<file path="config.mk">
export PLATFORM = sky130hd
export DESIGN_NAME = rtc_second_counter_alarm
export DESIGN_NICKNAME = d
export VERILOG_FILES = /design/src/sv/rtc_pkg.sv /design/src/sv/rtc_core.sv /design/src/sv/rtc_tod.sv /design/src/sv/rtc_second_counter_alarm.sv
export SDC_FILE = /design/constraint.sdc
export NUM_CORES = 1
export LEC_CHECK = 0
export BUFFER_PORTS_ARGS = -buffer_cell sky130_fd_sc_hd__buf_2
export CORE_MARGIN = 5
export CORE_UTILIZATION = 50
export CTS_BUF_LIST = sky130_fd_sc_hd__clkbuf_2 sky130_fd_sc_hd__clkbuf_4 sky130_fd_sc_hd__clkbuf_8
export DETAILED_ROUTE_END_ITERATION = 10
export GPL_ROUTABILITY_DRIVEN = 0
export MAX_ROUTING_LAYER = met4
export PLACE_DENSITY = 0.66
export SYNTH_ARGS = -nofsm -noshare
export SYNTH_HDL_FRONTEND = slang
export SYNTH_HIERARCHICAL = 1
export SYNTH_SLANG_ARGS = --single-unit
</file>
<file path="constraint.sdc">
create_clock -name i_clk -period 13.4 [get_ports i_clk]
set_clock_uncertainty 0.2 [all_clocks]
set_input_delay 0.67 -clock i_clk [delete_from_list [all_inputs] [get_ports i_clk]]
set_output_delay 0.67 -clock i_clk [all_outputs]
set_load 0.02 [all_outputs]
</file>
<file path="src/sv/rtc_pkg.sv">
package rtc_pkg;

    typedef enum logic [1:0] {
        OP_TICK  = 2'd0,
        OP_LOAD  = 2'd1,
        OP_CLEAR = 2'd2,
        OP_READ  = 2'd3
    } t_rtc_op;

    typedef enum logic [1:0] {
        CFG_RELOAD = 2'd0,
        CFG_ALARM  = 2'd1,
        CFG_IRQ_EN = 2'd2
    } t_cfg_idx;

    localparam int RELOAD_W  = 20;
    localparam int COUNTER_W = 32;
    localparam int FLAGS_W   = 3;
    localparam int CFG_W     = 32;

    // flag bit positions
    localparam int FLAG_ALARM    = 0;
    localparam int FLAG_SECOND   = 1;
    localparam int FLAG_OVERFLOW = 2;

    localparam logic [RELOAD_W-1:0]  RELOAD_RST = 20'd32767;
    localparam logic [COUNTER_W-1:0] ALARM_RST  = 32'hFFFF_FFFF;

    localparam logic [16:0] SEC_PER_DAY  = 17'd86400;
    localparam logic [11:0] SEC_PER_HOUR = 12'd3600;
    localparam logic [5:0]  SEC_PER_MIN  = 6'd60;

    // reciprocals: x/86400 = ((x>>7)*DAY_RECIP)>>35, exact for 32-bit x
    localparam logic [25:0] DAY_RECIP  = 26'd50903317;
    // x/3600 = ((x>>4)*HOUR_RECIP)>>21, exact for x < 86400
    localparam logic [13:0] HOUR_RECIP = 14'd9321;
    // x/60 = ((x>>2)*MIN_RECIP)>>14, exact for x < 3600
    localparam logic [10:0] MIN_RECIP  = 11'd1093;

    typedef struct packed {
        logic [COUNTER_W-1:0] counter;
        logic [FLAGS_W-1:0]   flags;
        logic                 rtc_irq;
        logic                 alarm_irq;
    } t_rtc_meta;

endpackage

</file>
<file path="src/sv/rtc_core.sv">
module rtc_core (
    input  logic                           i_clk,
    input  logic                           i_rst_n,
    input  logic                           i_cfg_we,
    input  rtc_pkg::t_cfg_idx              i_cfg_index,
    input  logic [rtc_pkg::CFG_W-1:0]      i_cfg_wdata,
    input  logic                           i_valid,
    input  rtc_pkg::t_rtc_op               i_op,
    input  logic [rtc_pkg::COUNTER_W-1:0]  i_load,
    input  logic [rtc_pkg::FLAGS_W-1:0]    i_mask,
    output logic                           o_ready,
    output logic                           o_valid,
    output rtc_pkg::t_rtc_meta             o_meta,
    input  logic                           i_ready
);
    import rtc_pkg::*;

    logic [RELOAD_W-1:0]  r_reload;
    logic [COUNTER_W-1:0] r_alarm;
    logic [FLAGS_W-1:0]   r_irq_en;

    logic [RELOAD_W-1:0]  r_divider, n_divider;
    logic [COUNTER_W-1:0] r_counter, n_counter;
    logic [FLAGS_W-1:0]   r_flags, n_flags;
    logic [COUNTER_W-1:0] stepped;
    logic [FLAGS_W-1:0]   active;

    logic      r_valid;
    t_rtc_meta r_meta;
    logic      accept;

    assign o_ready = !r_valid || i_ready;
    assign accept  = i_valid && o_ready;

    always_ff @(posedge i_clk) begin
        if (!i_rst_n) begin
            r_reload <= RELOAD_RST;
            r_alarm  <= ALARM_RST;
            r_irq_en <= '0;
        end else if (i_cfg_we) begin
            case (i_cfg_index)
                CFG_RELOAD: r_reload <= i_cfg_wdata[RELOAD_W-1:0];
                CFG_ALARM:  r_alarm  <= i_cfg_wdata[COUNTER_W-1:0];
                CFG_IRQ_EN: r_irq_en <= i_cfg_wdata[FLAGS_W-1:0];
                default: ;
            endcase
        end
    end

    always_comb begin
        n_divider = r_divider;
        n_counter = r_counter;
        n_flags   = r_flags;
        stepped   = r_counter + COUNTER_W'(1);
        case (i_op)
            OP_TICK: begin
                if (r_divider == '0) begin
                    n_divider            = r_reload;
                    n_counter            = stepped;
                    n_flags[FLAG_SECOND] = 1'b1;
                    if (stepped == '0)
                        n_flags[FLAG_OVERFLOW] = 1'b1;
                    if (stepped == r_alarm)
                        n_flags[FLAG_ALARM] = 1'b1;
                end else begin
                    n_divider = r_divider - RELOAD_W'(1);
                end
            end
            OP_LOAD:  n_counter = i_load;
            OP_CLEAR: n_flags   = r_flags & ~i_mask;
            default: ;
        endcase
        active = n_flags & r_irq_en;
    end

    always_ff @(posedge i_clk) begin
        if (!i_rst_n) begin
            r_divider <= RELOAD_RST;
            r_counter <= '0;
            r_flags   <= '0;
            r_valid   <= 1'b0;
        end else begin
            if (accept) begin
                r_divider <= n_divider;
                r_counter <= n_counter;
                r_flags   <= n_flags;
            end
            if (o_ready)
                r_valid <= accept;
        end
    end

    always_ff @(posedge i_clk) begin
        if (accept) begin
            r_meta.counter   <= n_counter;
            r_meta.flags     <= n_flags;
            r_meta.rtc_irq   <= |active;
            r_meta.alarm_irq <= active[FLAG_ALARM];
        end
    end

    assign o_valid = r_valid;
    assign o_meta  = r_meta;

endmodule

</file>
<file path="src/sv/rtc_tod.sv">
module rtc_tod (
    input  logic               i_clk,
    input  logic               i_rst_n,
    input  logic               i_valid,
    input  rtc_pkg::t_rtc_meta i_meta,
    output logic               o_ready,
    output logic               o_valid,
    output rtc_pkg::t_rtc_meta o_meta,
    output logic [5:0]         o_seconds,
    output logic [5:0]         o_minutes,
    output logic [4:0]         o_hours,
    input  logic               i_ready
);
    import rtc_pkg::*;

    localparam int NUM_STAGES = 6;

    logic r_valid [NUM_STAGES];
    logic en      [NUM_STAGES];

    t_rtc_meta r_meta1, r_meta2, r_meta3, r_meta4, r_meta5, r_meta6;
    logic [15:0] r_q1;
    logic [16:0] r_r2, r_r3;
    logic [4:0]  r_h3, r_h4, r_h5, r_h6;
    logic [11:0] r_rh4, r_rh5;
    logic [5:0]  r_mn5, r_mn6, r_sec6;

    logic [50:0] prod_day;
    logic [31:0] day_base;
    logic [26:0] prod_hour;
    logic [16:0] hour_base;
    logic [20:0] prod_min;
    logic [11:0] min_base;

    // a stage moves when it is empty or its successor moves
    always_comb begin
        en[NUM_STAGES-1] = !r_valid[NUM_STAGES-1] || i_ready;
        for (int k = NUM_STAGES-2; k >= 0; k--)
            en[k] = !r_valid[k] || en[k+1];
    end

    assign o_ready = en[0];

    always_ff @(posedge i_clk) begin
        if (!i_rst_n) begin
            for (int k = 0; k < NUM_STAGES; k++)
                r_valid[k] <= 1'b0;
        end else begin
            if (en[0])
                r_valid[0] <= i_valid;
            for (int k = 1; k < NUM_STAGES; k++)
                if (en[k])
                    r_valid[k] <= r_valid[k-1];
        end
    end

    always_comb begin
        prod_day  = 51'(i_meta.counter[31:7]) * 51'(DAY_RECIP);
        day_base  = 32'(r_q1) * 32'(SEC_PER_DAY);
        prod_hour = 27'(r_r2[16:4]) * 27'(HOUR_RECIP);
        hour_base = 17'(r_h3) * 17'(SEC_PER_HOUR);
        prod_min  = 21'(r_rh4[11:2]) * 21'(MIN_RECIP);
        min_base  = 12'(r_mn5) * 12'(SEC_PER_MIN);
    end

    always_ff @(posedge i_clk) begin
        if (en[0]) begin
            r_meta1 <= i_meta;
            r_q1    <= prod_day[50:35];       // days
        end
        if (en[1]) begin
            r_meta2 <= r_meta1;
            r_r2    <= 17'(r_meta1.counter - day_base);   // seconds of day
        end
        if (en[2]) begin
            r_meta3 <= r_meta2;
            r_r3    <= r_r2;
            r_h3    <= prod_hour[25:21];
        end
        if (en[3]) begin
            r_meta4 <= r_meta3;
            r_h4    <= r_h3;
            r_rh4   <= 12'(r_r3 - hour_base);  // seconds of hour
        end
        if (en[4]) begin
            r_meta5 <= r_meta4;
            r_h5    <= r_h4;
            r_rh5   <= r_rh4;
            r_mn5   <= prod_min[19:14];
        end
        if (en[5]) begin
            r_meta6 <= r_meta5;
            r_h6    <= r_h5;
            r_mn6   <= r_mn5;
            r_sec6  <= 6'(r_rh5 - min_base);
        end
    end

    assign o_valid   = r_valid[NUM_STAGES-1];
    assign o_meta    = r_meta6;
    assign o_seconds = r_sec6;
    assign o_minutes = r_mn6;
    assign o_hours   = r_h6;

endmodule

</file>
<file path="src/sv/rtc_second_counter_alarm.sv">
// Real-time clock: 20-bit prescaler, 32-bit seconds counter, alarm compare.
//
// Input stream (s_axis): one request per clock tick or command. tuser holds the
// opcode (tick, load counter, clear flags, read); tdata holds the load value
// and the clear mask. Output stream (m_axis): one result per request with the
// counter, its time of day, the sticky flags and both interrupt lines.
// Configuration: i_cfg_we / i_cfg_index / i_cfg_wdata write the prescaler
// reload, the alarm value and the interrupt enables; write only while idle.
//
// Throughput is one request per cycle while m_axis_tready is high. From acceptance
// to the result, a request passes the counter/flag update stage, then the
// time-of-day split (day, hour, minute), each unit a constant-reciprocal
// multiply stage followed by a multiply-subtract stage, registered after each.
// Each pipeline stage holds its request until the next one frees, so while
// m_axis_tready is low new requests still fill empty stages; s_axis_tready
// drops only once every stage is full.
// Reset (i_rst_n low, synchronous) loads reload 32767, alarm 0xFFFFFFFF,
// enables 0, divider 32767, counter 0, flags 0, and empties the pipeline.
module rtc_second_counter_alarm (
    input  logic                          i_clk,
    input  logic                          i_rst_n,
    input  logic                          i_cfg_we,
    input  logic [1:0]                    i_cfg_index,
    input  logic [rtc_pkg::CFG_W-1:0]     i_cfg_wdata,
    input  logic                          s_axis_tvalid,
    output logic                          s_axis_tready,
    // [31:0] load_value, [34:32] clear_mask, [39:35] zero
    input  logic [39:0]                   s_axis_tdata,
    // [1:0] opcode
    input  logic [1:0]                    s_axis_tuser,
    output logic                          m_axis_tvalid,
    input  logic                          m_axis_tready,
    // [31:0] counter_now, [37:32] time_seconds, [43:38] time_minutes,
    // [48:44] time_hours, [49] alarm_flag, [50] second_flag,
    // [51] overflow_flag, [52] rtc_irq, [53] alarm_irq, [55:54] zero
    output logic [55:0]                   m_axis_tdata
);
    import rtc_pkg::*;

    logic      core_valid;
    logic      tod_ready;
    t_rtc_meta core_meta;
    t_rtc_meta out_meta;
    logic [5:0] out_sec;
    logic [5:0] out_min;
    logic [4:0] out_hour;

    rtc_core u_core (
        .i_clk       (i_clk),
        .i_rst_n     (i_rst_n),
        .i_cfg_we    (i_cfg_we),
        .i_cfg_index (t_cfg_idx'(i_cfg_index)),
        .i_cfg_wdata (i_cfg_wdata),
        .i_valid     (s_axis_tvalid),
        .i_op        (t_rtc_op'(s_axis_tuser)),
        .i_load      (s_axis_tdata[31:0]),
        .i_mask      (s_axis_tdata[34:32]),
        .o_ready     (s_axis_tready),
        .o_valid     (core_valid),
        .o_meta      (core_meta),
        .i_ready     (tod_ready)
    );

    rtc_tod u_tod (
        .i_clk     (i_clk),
        .i_rst_n   (i_rst_n),
        .i_valid   (core_valid),
        .i_meta    (core_meta),
        .o_ready   (tod_ready),
        .o_valid   (m_axis_tvalid),
        .o_meta    (out_meta),
        .o_seconds (out_sec),
        .o_minutes (out_min),
        .o_hours   (out_hour),
        .i_ready   (m_axis_tready)
    );

    assign m_axis_tdata = {2'b00,
                           out_meta.alarm_irq,
                           out_meta.rtc_irq,
                           out_meta.flags[FLAG_OVERFLOW],
                           out_meta.flags[FLAG_SECOND],
                           out_meta.flags[FLAG_ALARM],
                           out_hour,
                           out_min,
                           out_sec,
                           out_meta.counter};

    // time-of-day split stays in range
    a_tod_range: assert property (@(posedge i_clk) disable iff (!i_rst_n)
        m_axis_tvalid |-> (m_axis_tdata[37:32] < 6'd60) && (m_axis_tdata[43:38] < 6'd60)
                          && (m_axis_tdata[48:44] < 5'd24))
        else $error("time of day out of range");

    // interrupt lines only with a matching flag
    a_irq_flags: assert property (@(posedge i_clk) disable iff (!i_rst_n)
        m_axis_tvalid |-> (!m_axis_tdata[53] || m_axis_tdata[49])
                          && (!m_axis_tdata[52] || (|m_axis_tdata[51:49])))
        else $error("interrupt without flag");

    // input side only blocks when the output is stalled
    a_stall_cause: assert property (@(posedge i_clk) disable iff (!i_rst_n)
        !s_axis_tready |-> m_axis_tvalid && !m_axis_tready)
        else $error("input stalled without output backpressure");

    // zero padding of the result
    a_pad_zero: assert property (@(posedge i_clk) disable iff (!i_rst_n)
        m_axis_tvalid |-> m_axis_tdata[55:54] == 2'b00)
        else $error("result padding not zero");

endmodule

</file>
==> metrics.md, run 1 <==
| Metric | Value |
|---|---|
| Status | `finished, final reports clean` |
| Final setup fails | `0` |
| Synth Register Bits | `447` |
| CP max FO | `11` |
| Drc violations | `0` |
| Starting DRT DRC Count | `1,559` |
| CORE AREA | `0.0618 sq mm` |
| Gate Count Post-Synth | `2,865` |
| Die width | `260 um` |
| Post-Route Setup TNS | `0 ns` |
| Total of max-cap violations | `0` |
| Vias in the first global route | `21,500` |
| Worst endpoint required time | `approximately 14 ns` |
| Synth Warn # | `6` |
| Arr. time, crit path | `7.47 ns` |
| Synth cell types | `85` |
| Post-CTS Setup Bufs | `0` |
| Max Slew Vio Count | `0` |
| Die Y | `about 260 um` |
| Top delay family on crit path | `adder cells` |
| Slew margin rel. | `0.0554` |
| Port Buffers | `131` |
| Final ANT Viol Nets | `0` |
| Detail Placement HPWL | `~54,000 um` |
| Crit path top cell by count | `inv_1` |
| Area added between synthesis and finish | `9.39%` |
| Clock Latency Late Sink | `approximately 0.68 ns` |
| WP buf/inv | `6` |
| Sink Count | `447` |
| Critical path type | `reg -> reg` |
| Fin nets | `3,725` |
| Top FF cell, synth | `edfxtp_1` |
| Worst setup SP type | `register` |
| Final hold vios | `0` |
| Crit-path cells | `inv_1, ha_1, inv_1, fa_1, ha_1, inv_1, fa_1, inv_1, fa_1, fa_1, inv_1, fa_1, inv_1, ha_1, a211oi_1, nand2_1, nor3_1, a211oi_2, nor3_1, nand2_1, xnor2_1` |
| Drt wl/cell | `17.9 um` |
| First-pass GRT wire length | `112,000 um` |
| Detailed Route WL | `69,400 um` |
| Util after Layout | `0.554` |
| Mapped Avg Cell Area | `10.9 sq um` |
| Gr ovfl total | `0` |
| Hold_ws | `0.0528 ns` |
| Floorplan row count | `91` |
| DIE AREA | `0.0677 sq mm` |
| Via count | `21,300` |
| Fin crit share | `0.542` |
| Crit end category | `register` |
| Register area share after synthesis | `0.392` |
| CTS max path bufs | `3` |
| Initial core utilization | `0.506` |
| Root Driver | `clkbuf_8` |
| Share of post-route cells with drive strength above 1 | `0.101` |
| Synthesized cell area | `0.0313 sq mm` |
| Reg clk slew, reported paths | `0.07 ns` |
| Pre-antenna DRT Iters | `6` |
| Initial antenna violation count | `2` |
| Largest net degree at the start of global routing | `approximately 110` |
| GRT Util Overall | `0.212` |
| Vias per std cell | `5.47` |
| Total CTS buffers | `75` |
| FMAX | `about 0.14 GHz` |
| CP max stage cell | `edfxtp_1` |
| CTS tree | `yes` |
| Post-synth EDFFs | `between 300 and 400` |
| RSZ-0062 raised after global routing | `false` |
| Worst-Margin Slew | `1.41 ns` |
| Worst min path class | `in -> reg` |
| Ports | `139` |
| Max incr delay on CP | `0.82 ns` |
| Final min period | `7.26 ns` |
| Asr flop ratio synth | `0` |
| CTS H-tree depth | `3` |
==> cells by family after synthesis <==
family / count (synthesis) / share of synthesized area
AO/OA/AOI/OAI: 400 / 0.0818
other: 1 / 0.000120
flip-flops: 447 / 0.392
XOR/XNOR: 113 / 0.0316
buffers and inverters: 608 / 0.0749
AND/OR/NAND/NOR: 633 / 0.102
multiplexers: 15 / 0.00492
adder cells (fa/ha/maj): 648 / 0.313
==> flip-flops by register name (all words and copies together) (netlist names), 20 cells and up <==
| name | cells |
|---|---|
| u_core/r_reload | 20 |
| u_tod/r_meta2 | 37 |
| u_core/r_alarm | 32 |
| u_tod/r_meta5 | 37 |
| u_core/r_divider | 20 |
| u_tod/r_meta1 | 37 |
| u_tod/r_meta4 | 37 |
| u_tod/o_meta | 37 |
| u_core/o_meta | 37 |
| u_tod/r_meta3 | 37 |
| u_core/r_counter | 32 |
==> routing by layer <==
layer / routed length [um] / GRT usage
met5: 0 / -
met2: 33200 / 0.338
met1: 29500 / 0.277
met3: 4560 / 0.0380
met4: 2250 / 0.0741
==> layout by cell type, fill, tap and decap left out, drive strengths merged, types with 7 or more instances in the layout <==
cell type,instances
fa,225
inv,514
edfxtp,331
a21oi,116
xnor2,80
or2,9
nand3,80
or4,9
a211oi,14
nor2b,31
o22a,11
o21bai,10
and3,19
nor3,48
xor2,33
a21boi,34
clkbuf,94
o21a,7
a32oi,9
nand2,222
a21o,21
nand2b,11
ha,423
dfxtp,116
nor4,30
clkinv,26
buf,143
dlygate4sd3,9
o211ai,17
a31oi,23
mux2i,12
and4,7
nand4,31
nor2,101
o21ai,87
or3,12
==> synth_stat cells (6+ instances only) <==
cell type	count	area, sq um
o211ai_1	17	128
and4_1	7	61.3
nand2b_1	11	68.8
o21bai_1	10	75.1
a21boi_1	17	128
o21a_1	7	52.6
a21o_1	21	158
a21oi_1	115	576
fa_1	225	4500
nand3_1	76	380
clkbuf_1	69	259
o22a_1	11	96.3
o21ai_0	61	305
a21boi_0	17	128
or2_2	9	56.3
nor2_1	99	372
buf_1	7	26.3
edfxtp_1	331	9940
o31ai_1	6	45.0
nor4_1	24	150
buf_4	11	82.6
xnor2_1	80	701
buf_2	10	50.1
nor2b_1	31	194
inv_1	509	1910
nand4_1	30	188
dfxtp_1	116	2320
nor3_1	45	225
a31oi_1	23	144
a22oi_1	6	45.0
nand2_1	222	833
a32oi_1	9	78.8
or4_1	7	52.6
and3_1	19	119
xor2_1	33	289
or3_1	10	62.6
a211oi_1	13	97.6
o21ai_1	24	120
ha_1	423	5290
mux2i_1	12	120
==> through the flow <==
| stage | cell area (sq um) | setup slack, ns | cells |
|---|---|---|---|
| after floorplan | 31300 | 7.10 | 2866 |
| after global placement | 32700 | 6.30 | 3747 |
| after detailed placement | 32700 | 6.27 | 3747 |
| after CTS | 34200 | 6.25 | 3888 |
| after global routing | 34200 | 5.81 | 3889 |
| final | 34200 | 6.14 | 3889 |
==> what timing repair did <==
item / CTS / global route
endpoints found under the hold margin: 9 / 0
gates resized for setup: 0 / 0
setup endpoints to repair: 0 / 0
hold buffers: 9 / 0
==> tightest hold or removal path: cells and delay by family <==
kind | cells | cell delay [ns]
buffers and inverters | 1 | 0.08
AND/OR/NAND/NOR | 2 | 0.13
==> worst paths after layout <==
| path | from | to | slack [ns] | cells after the start |
|---|---|---|---|---|
| max | u_core/o_meta[17]$_DFFE_PP_ | u_tod/r_q1[3]$_DFFE_PN_ | 6.14 | 21 |
| min | i_cfg_wdata[29] | u_core/r_alarm[29]$_SDFFE_PN1P_ | 0.05 | 3 |
| max reg2reg | u_core/o_meta[17]$_DFFE_PP_ | u_tod/r_q1[3]$_DFFE_PN_ | 6.14 | 21 |
| min reg2reg | u_tod/r_meta5[11]$_DFFE_PP_ | u_tod/o_meta[11]$_DFFE_PP_ | 0.18 | 0 |
==> cell type report <==
cell class,count,area (sq um)
diodes,1,2.50
clock buffers,94,1200
clock inverters,38,258
fillers,5376,27600
inverters,509,1910
multi-input cells,1811,16700
flip-flops and latches,447,12300
well taps,837,1050
repair buffers,152,838
Power of run 1 is left out: the tool's default activity adds up to more than one toggle a clock period on the data nets, which glitch-free logic cannot reach.
==> run 2: changes to the inputs <==
==> constraint.sdc (replaced) <==
create_clock -name i_clk -period 7.56 [get_ports i_clk]
set_clock_uncertainty 0.2 [all_clocks]
set_input_delay 0.378 -clock i_clk [delete_from_list [all_inputs] [get_ports i_clk]]
set_output_delay 0.378 -clock i_clk [all_outputs]
set_load 0.02 [all_outputs]
==> run 2 against run 1 <==
Against the previous run: via count rose by 1.0%; sequential cell count did not move; hold slack lost 0.0077 ns; routed wire length grew 2.5%; global-route usage grew 0.65 points; die area is the same; worst setup slack got worse by 5.6 ns; highest routed layer unchanged; sequential share of layout area fell by 0.59 points; first-iteration DRC count up 5.1%; design area up 1.7%; critical path type unchanged.
==> metrics.md, run 2 (synthesis results as in run 1) <==
| Metric | Value |
|---|---|
| Status | `finished, final reports clean` |
| RSZ-0062 raised after global routing | `false` |
| Floorplan row count | `91 (unchanged)` |
| CP max stage cell | `edfxtp_1` |
| Arr. time, crit path | `7.19 ns (-0.28 ns)` |
| Port Buffers | `131 (unchanged)` |
| CTS H-tree depth | `3 (unchanged)` |
| Reg2Reg Depth | `18 (-14%)` |
| Total CTS buffers | `75 (unchanged)` |
| Commonest non-fill, non-tap cell in the layout | `inv_1` |
| Detailed Route WL | `71,200 um (+2.5%)` |
| Final hold vios | `0 (unchanged)` |
| Drt wl/cell | `18.0 um (+1.0%)` |
| Die width | `260 um (unchanged)` |
| Crit-path cells | `fa_1, ha_1, inv_1, fa_1, inv_1, fa_1, fa_1, fa_1, inv_1, fa_1, inv_1, ha_1, o211ai_1, or4_1, a211oi_1, nor3_1, a211oi_1, xnor2_1` |
| Initial antenna violation count | `2 (unchanged)` |
| Area added between synthesis and finish | `11.2%` |
| Ports | `139 (unchanged)` |
| Final setup fails | `0 (unchanged)` |
| Worst endpoint required time | `7.76 ns (-5.85 ns)` |
| Max incr delay on CP | `0.84 ns (+0.02 ns)` |
| Reg clk slew, reported paths | `0.06 ns (about the same)` |
| Final ANT Viol Nets | `0 (unchanged)` |
| Worst Setup SP | `u_core/o_meta[23]$_DFFE_PP_` |
| FMAX | `0.143 GHz (+4.0%)` |
| Gr ovfl total | `0 (unchanged)` |
| Max Slew Vio Count | `0 (unchanged)` |
| Initial core utilization | `0.506 (unchanged)` |
| Via count | `21,500 (+1.0%)` |
| Reg2reg setup slack | `0.58 ns (-5.56 ns)` |
| RR Startpoint | `u_core/o_meta[23]$_DFFE_PP_` |
| Util after Layout | `0.563 (+0.00927)` |
| CP max FO | `11 (unchanged)` |
| Final min period | `6.98 ns (-0.280 ns)` |
| Worst-Margin Slew | `1.15 ns (-0.265 ns)` |
| Largest net degree at the start of global routing | `117 (+4.5%)` |
| Fin crit share | `0.924 (+0.382)` |
| R2R Path End | `u_tod/r_q1[9]$_DFFE_PN_` |
| CP Capture Point | `u_tod/r_q1[9]$_DFFE_PN_` |
| First-pass GRT wire length | `115,000 um (+2.9%)` |
| Detail Placement HPWL | `55,200 um (+2.8%)` |
| Vias per std cell | `5.44 (-0.45%)` |
| Root Driver | `clkbuf_8` |
| Drc violations | `0 (unchanged)` |
| Total of max-cap violations | `0 (unchanged)` |
| Share of post-route cells with drive strength above 1 | `0.103 (+0.00236)` |
| CTS tree | `yes` |
| DIE AREA | `0.0677 sq mm (unchanged)` |
| CORE AREA | `0.0618 sq mm (unchanged)` |
| Resized Gates After CTS | `0 (unchanged)` |
| GRT Util Overall | `0.219 (+0.00653)` |
| CTS max path bufs | `3 (unchanged)` |
| Worst setup SP type | `register` |
| Clock Latency Late Sink | `0.68 ns (about the same)` |
| Vias in the first global route | `22,000 (+2.2%)` |
| Crit path top cell by count | `fa_1` |
| Slew margin rel. | `0.216 (+0.161)` |
| Worst min path class | `in -> reg` |
| Starting DRT DRC Count | `1,638 (+5.1%)` |
| Fin nets | `3,783 (+1.6%)` |
| Sink Count | `447 (unchanged)` |
| Post-Route Setup TNS | `0 ns (unchanged)` |
| Die Y | `260 um (unchanged)` |
| Most frequent cells in the layout | `505 x inv_1, 423 x ha_1, 331 x edfxtp_1` |
| Crit end category | `register` |
| Pre-antenna DRT Iters | `8 (+2)` |
| Critical path type | `reg -> reg` |
## run 2: changes by cell type in the layout (fill, tap and decap cells not counted), moves of 2 or more
cell	delta
buf_4	+14
bufinv_16	+3
clkbuf_4	+7
clkbuf_8	-3
clkinvlp_4	-3
diode_2	+2
dlygate4sd3_1	+44
inv_12	-2
inv_8	-2
## run 2: layout make-up
| cell class | instances | area (sq um) |
|---|---|---|
| Timing Repair Buffer | 210 | 1380 |
| Sequential cell | 447 | 12300 |
| Clock inverter | 32 | 269 |
| Inverter | 509 | 1910 |
| Fill cell | 5253 | 27000 |
| Clock buffer | 98 | 1210 |
| Multi-Input combinational cell | 1811 | 16700 |
| Antenna cell | 3 | 7.51 |
| Tap cell | 837 | 1050 |
## run 2: repair_timing
item,in CTS,in global routing
endpoints found under the hold margin,80,0
hold buffers,53,0
buffers inserted,0,0
endpoints found under the setup margin,0,0
## run 2: stage by stage
| stage | area (sq um) | worst slack, ns | instances | hold WS, ns |
|---|---|---|---|---|
| 3_3_place_gp | 32800 | 0.734 | 3761 | 0.201 |
| 3_5_place_dp | 32800 | 0.666 | 3761 | 0.205 |
| 4_1_cts | 34800 | 0.660 | 3944 | 0.000454 |
| 6_report | 34800 | 0.576 | 3947 | 0.0451 |
| 2_1_floorplan | 31300 | 1.26 | 2866 | 0.200 |
| 5_1_grt | 34800 | 0.290 | 3947 | 0.00256 |
## run 2: how the worst min path moves through the flow
stage                                startpoint                          endpoint  slack, ns  cells after the start
floorplan               u_tod/r_h5[0]$_DFFE_PP_        u_tod/o_hours[0]$_DFFE_PP_       0.20                      0
global placement     u_tod/r_meta3[7]$_DFFE_PP_        u_tod/r_meta4[7]$_DFFE_PP_       0.20                      0
global route                   s_axis_tdata[30]       u_core/o_meta[35]$_DFFE_PP_      0.003                      3
CTS                              i_cfg_index[0]  u_core/r_reload[19]$_SDFFE_PN0P_     0.0005                      5
detailed placement  u_tod/r_meta5[13]$_DFFE_PP_        u_tod/o_meta[13]$_DFFE_PP_       0.20                      0
finish                         s_axis_tdata[30]       u_core/o_meta[35]$_DFFE_PP_       0.05                      3
## run 2: critical path, delay by kind of cell, from the launching register on
kind	cells	cell delay, ns
flops	1	0.84
fa+ha+maj	8	3.79
compound gates	3	0.98
xor+xnor	1	0.10
simple gates	2	0.64
buf+inv	4	0.21
## run 2: layer usage
metal	global-route usage	vias to the layer above	wire, um
li1	-	10100	-
met1	0.283	10500	30000
met2	0.356	679	34800
met3	0.0391	155	4350
met4	0.0674	0	2060
met5	-	-	0
Power of run 2 is left out for the same reason.
